`config.mk`:
```
export PLATFORM = sky130hd
export DESIGN_NAME = huff_ctrl
export DESIGN_NICKNAME = d
export VERILOG_FILES = /design/src/rtl/huff_pkg.sv /design/src/rtl/huff_ctrl.sv
export SDC_FILE = /design/constraint.sdc
export NUM_CORES = 1
export LEC_CHECK = 0
export BUFFER_PORTS_ARGS = -buffer_cell sky130_fd_sc_hd__buf_2
export CORE_AREA = 3 3 62 64
export CTS_BUF_LIST = sky130_fd_sc_hd__clkbuf_8
export DETAILED_ROUTE_END_ITERATION = 8
export DIE_AREA = 0 0 65 67
export GPL_ROUTABILITY_DRIVEN = 0
export PLACE_DENSITY_LB_ADDON = 0.15
export SLEW_MARGIN = 15
export SYNTH_ARGS = -nofsm -noshare
export SYNTH_HDL_FRONTEND = slang
export SYNTH_SLANG_ARGS = --single-unit
```
`constraint.sdc`:
```
create_clock -name clk_i -period 3.7 [get_ports clk_i]
set_clock_uncertainty 0.05 [all_clocks]
set_input_delay 1.11 -clock clk_i [delete_from_list [all_inputs] [get_ports clk_i]]
set_output_delay 1.11 -clock clk_i [all_outputs]
set_load 0.03 [all_outputs]
```
`src/rtl/huff_pkg.sv`:
```
package huff_pkg;

  localparam int unsigned SYMBOLS    = 128;
  localparam int unsigned COUNT_BITS = 24;
  localparam int unsigned NODES      = 2 * SYMBOLS - 1;
  localparam int unsigned INT_NODES  = SYMBOLS - 1;
  localparam int unsigned SYM_W      = $clog2(SYMBOLS);
  localparam int unsigned NODE_W     = $clog2(NODES);
  localparam int unsigned INT_W      = $clog2(INT_NODES);
  localparam int unsigned WEIGHT_W   = 32;
  localparam int unsigned LEN_W      = 8;
  localparam int unsigned CHUNK_W    = 32;
  localparam int unsigned CHUNKS     = 4;
  localparam int unsigned CODE_BITS  = CHUNK_W * CHUNKS;

  typedef enum logic [1:0] {
    ACT_COUNT  = 2'd0,
    ACT_BUILD  = 2'd1,
    ACT_ENCODE = 2'd2,
    ACT_DECODE = 2'd3
  } action_e;

  typedef enum logic [1:0] {
    KIND_ACK    = 2'd0,
    KIND_CHUNK  = 2'd1,
    KIND_SYMBOL = 2'd2,
    KIND_ERROR  = 2'd3
  } kind_e;

  typedef enum logic [1:0] {
    ERR_NONE    = 2'd0,
    ERR_NO_CODE = 2'd1,
    ERR_NO_TREE = 2'd2
  } err_e;

  typedef enum logic [2:0] {
    EMIT_ACK     = 3'd0,
    EMIT_NO_CODE = 3'd1,
    EMIT_NO_TREE = 3'd2,
    EMIT_CHUNK   = 3'd3,
    EMIT_DECODE  = 3'd4
  } emit_e;

  typedef struct packed {
    action_e    action;
    logic [6:0] symbol;
    logic       code_bit;
  } in_item_t;

  typedef struct packed {
    kind_e       kind;
    logic [6:0]  out_symbol;
    logic [31:0] code_chunk;
    logic [5:0]  chunk_length;
    logic        last;
    err_e        error_code;
  } out_item_t;

  typedef struct packed {
    logic  accept;
    logic  cnt_wr;
    logic  init_start;
    logic  init_rd;
    logic  init_wr;
    logic  empty_fin;
    logic  lone_fin;
    logic  scan_start;
    logic  scan_step;
    logic  mrg1;
    logic  mrg2;
    logic  walk_start;
    logic  walk_load;
    logic  walk_step;
    logic  walk_wr;
    logic  walk_next;
    logic  tree_fin;
    logic  emit;
    emit_e emit_sel;
  } cmd_t;

  typedef struct packed {
    logic tree_ready;
    logic slot_free;
    logic init_last;
    logic leaves_zero;
    logic leaves_one;
    logic scan_last;
    logic merge_last;
    logic walk_leaf;
    logic walk_last;
    logic walk_at_root;
    logic enc_no_code;
    logic chunk_last;
  } sts_t;

endpackage

```
`src/rtl/huff_ctrl.sv`:
```
module huff_ctrl (
  input  logic              clk_i,
  input  logic              rst_ni,
  input  logic              in_valid_i,
  input  huff_pkg::action_e in_action_i,
  output logic              in_stall_o,
  input  huff_pkg::sts_t    sts_i,
  output huff_pkg::cmd_t    cmd_o
);

  typedef enum logic [21:0] {
    S_IDLE     = 22'h000001,
    S_CNT_RD   = 22'h000002,
    S_CNT_WR   = 22'h000004,
    S_ACK      = 22'h000008,
    S_NOTREE   = 22'h000010,
    S_ENC_RD   = 22'h000020,
    S_ENC_OUT  = 22'h000040,
    S_DEC_RD   = 22'h000080,
    S_DEC_OUT  = 22'h000100,
    S_B_IRD    = 22'h000200,
    S_B_IWR    = 22'h000400,
    S_B_DECIDE = 22'h000800,
    S_B_SCAN   = 22'h001000,
    S_B_SCEND  = 22'h002000,
    S_B_MRG1   = 22'h004000,
    S_B_MRG2   = 22'h008000,
    S_W_SEL    = 22'h010000,
    S_W_RD     = 22'h020000,
    S_W_STEP   = 22'h040000,
    S_W_WR     = 22'h080000,
    S_B_DONE   = 22'h100000
  } state_e;

  state_e state_q, state_d;

  assign in_stall_o = (state_q != S_IDLE);

  always_comb begin
    state_d = state_q;
    cmd_o   = '0;
    cmd_o.emit_sel = huff_pkg::EMIT_ACK;
    case (state_q)
      S_IDLE: begin
        if (in_valid_i) begin
          cmd_o.accept = 1'b1;
          case (in_action_i)
            huff_pkg::ACT_COUNT: state_d = S_CNT_RD;
            huff_pkg::ACT_BUILD: begin
              cmd_o.init_start = 1'b1;
              state_d = S_B_IRD;
            end
            huff_pkg::ACT_ENCODE: state_d = sts_i.tree_ready ? S_ENC_RD : S_NOTREE;
            huff_pkg::ACT_DECODE: state_d = sts_i.tree_ready ? S_DEC_RD : S_NOTREE;
            default: state_d = S_NOTREE;
          endcase
        end
      end
      S_CNT_RD: state_d = S_CNT_WR;
      S_CNT_WR: begin
        cmd_o.cnt_wr = 1'b1;
        state_d = S_ACK;
      end
      S_ACK: begin
        if (sts_i.slot_free) begin
          cmd_o.emit = 1'b1;
          cmd_o.emit_sel = huff_pkg::EMIT_ACK;
          state_d = S_IDLE;
        end
      end
      S_NOTREE: begin
        if (sts_i.slot_free) begin
          cmd_o.emit = 1'b1;
          cmd_o.emit_sel = huff_pkg::EMIT_NO_TREE;
          state_d = S_IDLE;
        end
      end
      S_ENC_RD: state_d = S_ENC_OUT;
      S_ENC_OUT: begin
        if (sts_i.slot_free) begin
          cmd_o.emit = 1'b1;
          cmd_o.emit_sel = sts_i.enc_no_code ? huff_pkg::EMIT_NO_CODE : huff_pkg::EMIT_CHUNK;
          if (sts_i.enc_no_code || sts_i.chunk_last) state_d = S_IDLE;
        end
      end
      S_DEC_RD: state_d = S_DEC_OUT;
      S_DEC_OUT: begin
        if (sts_i.slot_free) begin
          cmd_o.emit = 1'b1;
          cmd_o.emit_sel = huff_pkg::EMIT_DECODE;
          state_d = S_IDLE;
        end
      end
      S_B_IRD: begin
        cmd_o.init_rd = 1'b1;
        state_d = S_B_IWR;
      end
      S_B_IWR: begin
        cmd_o.init_wr = 1'b1;
        state_d = sts_i.init_last ? S_B_DECIDE : S_B_IRD;
      end
      S_B_DECIDE: begin
        if (sts_i.leaves_zero) begin
          cmd_o.empty_fin = 1'b1;
          state_d = S_ACK;
        end else if (sts_i.leaves_one) begin
          cmd_o.lone_fin = 1'b1;
          state_d = S_ACK;
        end else begin
          cmd_o.scan_start = 1'b1;
          state_d = S_B_SCAN;
        end
      end
      S_B_SCAN: begin
        cmd_o.scan_step = 1'b1;
        if (sts_i.scan_last) state_d = S_B_SCEND;
      end
      S_B_SCEND: state_d = S_B_MRG1;
      S_B_MRG1: begin
        cmd_o.mrg1 = 1'b1;
        state_d = S_B_MRG2;
      end
      S_B_MRG2: begin
        cmd_o.mrg2 = 1'b1;
        if (sts_i.merge_last) begin
          cmd_o.walk_start = 1'b1;
          state_d = S_W_SEL;
        end else begin
          cmd_o.scan_start = 1'b1;
          state_d = S_B_SCAN;
        end
      end
      S_W_SEL: begin
        if (sts_i.walk_leaf) begin
          cmd_o.walk_load = 1'b1;
          state_d = S_W_RD;
        end else if (sts_i.walk_last) begin
          state_d = S_B_DONE;
        end else begin
          cmd_o.walk_next = 1'b1;
        end
      end
      S_W_RD: state_d = S_W_STEP;
      S_W_STEP: begin
        cmd_o.walk_step = 1'b1;
        state_d = sts_i.walk_at_root ? S_W_WR : S_W_RD;
      end
      S_W_WR: begin
        cmd_o.walk_wr = 1'b1;
        if (sts_i.walk_last) begin
          state_d = S_B_DONE;
        end else begin
          cmd_o.walk_next = 1'b1;
          state_d = S_W_SEL;
        end
      end
      S_B_DONE: begin
        cmd_o.tree_fin = 1'b1;
        state_d = S_ACK;
      end
      default: state_d = S_IDLE;
    endcase
  end

  always_ff @(posedge clk_i or negedge rst_ni) begin
    if (!rst_ni) begin
      state_q <= S_IDLE;
    end else begin
      state_q <= state_d;
    end
  end

endmodule

```
## Word level (Yosys, flattened, before mapping)

Index checks and enable logic that the tools add are counted.

- Equality and inequality tests: 31
- Muxes and demuxes: 50
- Reductions and logical operators: 5

Operators with widths:

| operator | count |
|---|---|
| $pmux 22 s18 | 1 |
| $mux 22 | 8 |
| $pmux 22 s4 | 1 |
| $eq 22x1->1 const B | 1 |
| $eq 22x10->1 const B | 1 |
| $eq 22x11->1 const B | 1 |
| $eq 22x12->1 const B | 1 |
| $eq 22x13->1 const B | 1 |
| $eq 22x14->1 const B | 1 |
| $eq 22x15->1 const B | 1 |
| $eq 22x16->1 const B | 1 |
| $eq 22x17->1 const B | 1 |
| $eq 22x18->1 const B | 1 |
| $eq 22x19->1 const B | 1 |
| $eq 22x2->1 const B | 1 |
| $eq 22x20->1 const B | 1 |
| $eq 22x21->1 const B | 1 |
| $eq 22x3->1 const B | 1 |
| $eq 22x4->1 const B | 1 |
| $eq 22x5->1 const B | 1 |
| $eq 22x6->1 const B | 1 |
| $eq 22x7->1 const B | 1 |
| $eq 22x8->1 const B | 1 |
| $eq 22x9->1 const B | 1 |
| 23 further kinds | 55 |

- Flip-flop bits (word level): 22
- Bits of input ports: 17

## Longest topological paths before layout

- Word-level depth: 4
- Gate-level depth with buffers: 7
- Mapped depth without buffers: 6

## Worst setup path after synthesis

No wires, ideal clock.

- Path kind: reg2out
- Start: register state_q[9]
- End: output port cmd_o[13] in the netlist's numbering
- Arrival: 2.778 ns
- Data required time: 2.540 ns
- Path slack: -0.238 ns
- Cell stages (with the launch flop): 7
- Buffers on the path: 0
- Cells stage by stage: dfrtp_1 > nor4_4 > nand2_1 > or4_4 > nor3b_2 > inv_1 > o21ai_0

RTL lines:

| element | RTL line | text |
|---|---|---|
| start: declaration | huff_ctrl.sv:35 | `state_e state_q, state_d;` |
| start signal: assignment | huff_ctrl.sv:169 | `state_q <= state_d;` |
| end: declaration | huff_ctrl.sv:8 | `output huff_pkg::cmd_t cmd_o` |

==> results by group <==
Run status
  • Result of the run: complete, no violations

Final layout
  • Filler cells: 327
  • Top reg by flops: state_q
  • Area added between synthesis and finish: 23.9%
  • Final #Nets: 230
  • Max FFs per register: 21
  • Share of final-layout standard cells stronger than drive strength 1: 0.354
  • Ant diodes: 0
  • Area of all placed cells without fillers: 0.00192 mm2
  • Top Registers: state_q (21)
  • Post-route insts no fill: 258

Floorplan
  • Vertical die dimension: 67 um
  • Die area: 0.00436 mm2
  • Floorplan Core Area: 0.00334 mm2
  • Number of standard-cell rows in the floorplan: 21
  • Starting utilization of the core area: 0.463
  • Top-level I/O count: 39
  • Die span in x: 65 um

Drt
  • Detailed Routing Iterations Pass 1: 5
  • First DRT Iteration DRCs: 115
  • Number of nets with antenna violations after detailed routing: 0
  • Total wire length after detailed routing: 4.25 mm
  • Average wire length per cell after detail routing: 16.5 um
  • Total via count after detailed routing: 1542
  • Via density per instance: 5.98
  • Total DRC errors in the routed layout: 0

Synth
  • Top post-synthesis cells by area: sky130_fd_sc_hd__dfrtp_1 32%, sky130_fd_sc_hd__nor2_1 5.6%, sky130_fd_sc_hd__nor4_4 5.5%
  • Area of the mapped netlist: 0.00155 mm2
  • Share of flip-flops with an asynchronous set or reset after synthesis: 1.00
  • Syn avg cell area: 9.32 um2
  • Number of warnings printed during yosys synthesis: 0
  • Net count after synthesis: 183
  • Unique masters post-synth: 51
  • Area share of the leading cell type in the synthesized netlist: 0.324
  • Primary FF master, synth: sky130_fd_sc_hd__dfrtp_1
  • Cell count after synthesis: 166
  • Synth Register Bits: 21
  • Post-synth top area cell: sky130_fd_sc_hd__dfrtp_1
  • Register area share after synthesis: 0.341
  • Count of flip-flops with a built-in enable after synthesis: 0

Clocking
  • Clock transition at the registers of the reported paths: 80 ps
  • Clock buffers created by TritonCTS: 3
  • CTS tree: done
  • Clock insertion delay at the later pin of the skew report: 260 ps
  • Total of hold buffers inserted after clock tree synthesis: 0
  • Buffer levels on the longest clock path: 2
  • Root buffer cell: sky130_fd_sc_hd__clkbuf_8
  • H-Tree Level Count: 1
  • TritonCTS Sinks: 21

Setup path
  • Number of buffers and inverters on the critical path: 2
  • Critical Path Fanout Max: 6
  • Cell breakdown of the critical path: nor4_4 > nand4_4 > or4_4 > nor3b_4 > inv_1 > o21ai_2 > clkbuf_4
  • Kind of start point of the critical path: flip-flop
  • Worst r2r path cells: 8
  • Critical R2R Launch: state_q[15]$_DFFE_PN0P_
  • Data required, critical path: 2540 ps
  • End of the worst register-to-register path: state_q[3]$_DFFE_PN0P_
  • Depth of the critical timing path with buffers and inverters included: 7
  • Delay of the slowest cell on the worst path: 480 ps
  • R2R setup slack: 1210 ps
  • Slowest cell on the critical path: sky130_fd_sc_hd__or4_4
  • Critical path capture point: cmd_o[13]
  • Worst setup path category: reg -> out
  • Critical Path AT: 2400 ps
  • Critical Path Start: state_q[1]$_DFFE_PN0P_
  • CP Capture Type: output port
  • Family with the most delay on the worst path: simple AND/OR/NAND/NOR gates

STA
  • Number of failing setup endpoints in the final timing report: 0
  • Minimum period implied by the final worst setup slack: 3560 ps
  • Unrepaired setup endpoints after global routing: yes
  • Worst relative slew slack: 0.609
  • Number of failing hold endpoints at the final stage: 0
  • Final Max Slew Viols: 0
  • Setup TNS Final: 0 ps
  • Final critical-path share of the clock period: 0.963
  • Least-Margin Pin Slew: 578 ps
  • Fmax: 281 MHz

Power and ir drop
  • Max rail drop VDD: 0.442 mV
  • Total power per unit cell area: 633 mW/mm2
  • Leak pwr: 0.000947 uW

Global routing
  • Global-route wire length before repair: 6.87 mm
  • Total grt overflow: 0
  • Initial antenna violation count: 0
  • Largest net degree at the start of global routing: 22
  • GRT Overall Usage: 0.206
  • Number of global-route vias before repair: 1463

Job
  • Count of max-cap constraint violations: 0

Placement
  • Detailed placement HPWL: 3.30 mm
  • Area of placed instances: 0.00180 mm2
  • Number of placed instances with taps included: 250
  • Number of buffer cells added on primary ports: 38

Min path
  • Path class of the lowest-slack min-delay path: reg -> reg
how the worst min path moves through the flow:
stage | cells past startpoint | startpoint | end
after floorplan | 1 | state_q[4]$_DFFE_PN0P_ | state_q[6]$_DFFE_PN0P_
after global placement | 1 | state_q[4]$_DFFE_PN0P_ | state_q[6]$_DFFE_PN0P_
after detailed placement | 1 | state_q[4]$_DFFE_PN0P_ | state_q[6]$_DFFE_PN0P_
after CTS | 1 | state_q[4]$_DFFE_PN0P_ | state_q[6]$_DFFE_PN0P_
after global routing | 1 | state_q[4]$_DFFE_PN0P_ | state_q[6]$_DFFE_PN0P_
final | 1 | state_q[4]$_DFFE_PN0P_ | state_q[6]$_DFFE_PN0P_
cells in the mapped netlist, types with 3 or more instances:
master,n
sky130_fd_sc_hd__xor2_1,3
sky130_fd_sc_hd__nand3b_1,4
sky130_fd_sc_hd__and3b_1,3
sky130_fd_sc_hd__nand2_1,9
sky130_fd_sc_hd__nor2_1,23
sky130_fd_sc_hd__nor3b_1,3
sky130_fd_sc_hd__nor4_1,6
sky130_fd_sc_hd__and2_1,6
sky130_fd_sc_hd__nor3_1,8
sky130_fd_sc_hd__inv_1,6
sky130_fd_sc_hd__or3_1,3
sky130_fd_sc_hd__nor4_4,4
sky130_fd_sc_hd__dfrtp_1,20
sky130_fd_sc_hd__nor2b_1,3
sky130_fd_sc_hd__a211o_1,3
sky130_fd_sc_hd__nand3_1,3
sky130_fd_sc_hd__o21ai_0,5
sky130_fd_sc_hd__a21oi_1,3
sky130_fd_sc_hd__nand4_1,6
final cells by class:
class                           instances  area, um2  area share
Multi-Input combinational cell        137       1030       0.537
Sequential cell                        21        528       0.275
Timing Repair Buffer                   43        230       0.120
Tap cell                               46       57.6      0.0300
Clock buffer                            3       41.3      0.0215
Inverter                                7       26.3      0.0137
Clock inverter                          1       3.75     0.00196
power by group:
group | internal, uW | total (uW) | switching [uW] | leakage, uW
registers | 261 | 309 | 47.9 | 0.000287
logic | 276 | 753 | 477 | 0.000633
clock network | 74.2 | 151 | 77.2 | 0.0000269
logic make-up after synthesis:
logic type | after synthesis | share of synthesized area
flip-flops | 21 | 0.341
AND/OR/NAND/NOR | 106 | 0.477
XOR/XNOR | 5 | 0.0283
buffers and inverters | 8 | 0.0202
AO/OA/AOI/OAI | 26 | 0.133
cells in the final DEF, fill, tap and decap left out, types with 4 or more instances in the layout:
cell type                  count
sky130_fd_sc_hd__inv_1         7
sky130_fd_sc_hd__nand2_1       9
sky130_fd_sc_hd__nor4_4        5
sky130_fd_sc_hd__nor2_1       21
sky130_fd_sc_hd__nand4_1       6
sky130_fd_sc_hd__nor3_1        7
sky130_fd_sc_hd__nand3b_1      4
sky130_fd_sc_hd__o21ai_0       4
sky130_fd_sc_hd__buf_4         5
sky130_fd_sc_hd__dfrtp_1      19
sky130_fd_sc_hd__buf_2        37
sky130_fd_sc_hd__nor4_1        5
sky130_fd_sc_hd__and2_1        6
layer usage:
layer	track usage	wire, um	up-vias
met5	0	0	-
met4	0.0818	74	0
met3	0.0236	220	7
met2	0.367	2180	58
met1	0.251	1780	749
li1	-	-	728
stage by stage:
step | total power [uW] | hold slack, ps | setup WS [ps] | utilization
after floorplan | 840 | 464 | 121 | -
after global placement | 998 | 507 | 379 | 0.540
after detailed placement | 1020 | 527 | 323 | 0.540
after CTS | 1170 | 529 | 32.7 | 0.553
after global routing | 1310 | 605 | -6.74 | 0.574
final | 1210 | 549 | 138 | 0.574
repair_timing:
action | 4_1_cts | 5_1_grt
endpoints found under the setup margin | 0 | 7
resized for setup | 0 | 9
setup buffers | 0 | 4
Power figures use the tool's default switching activity.
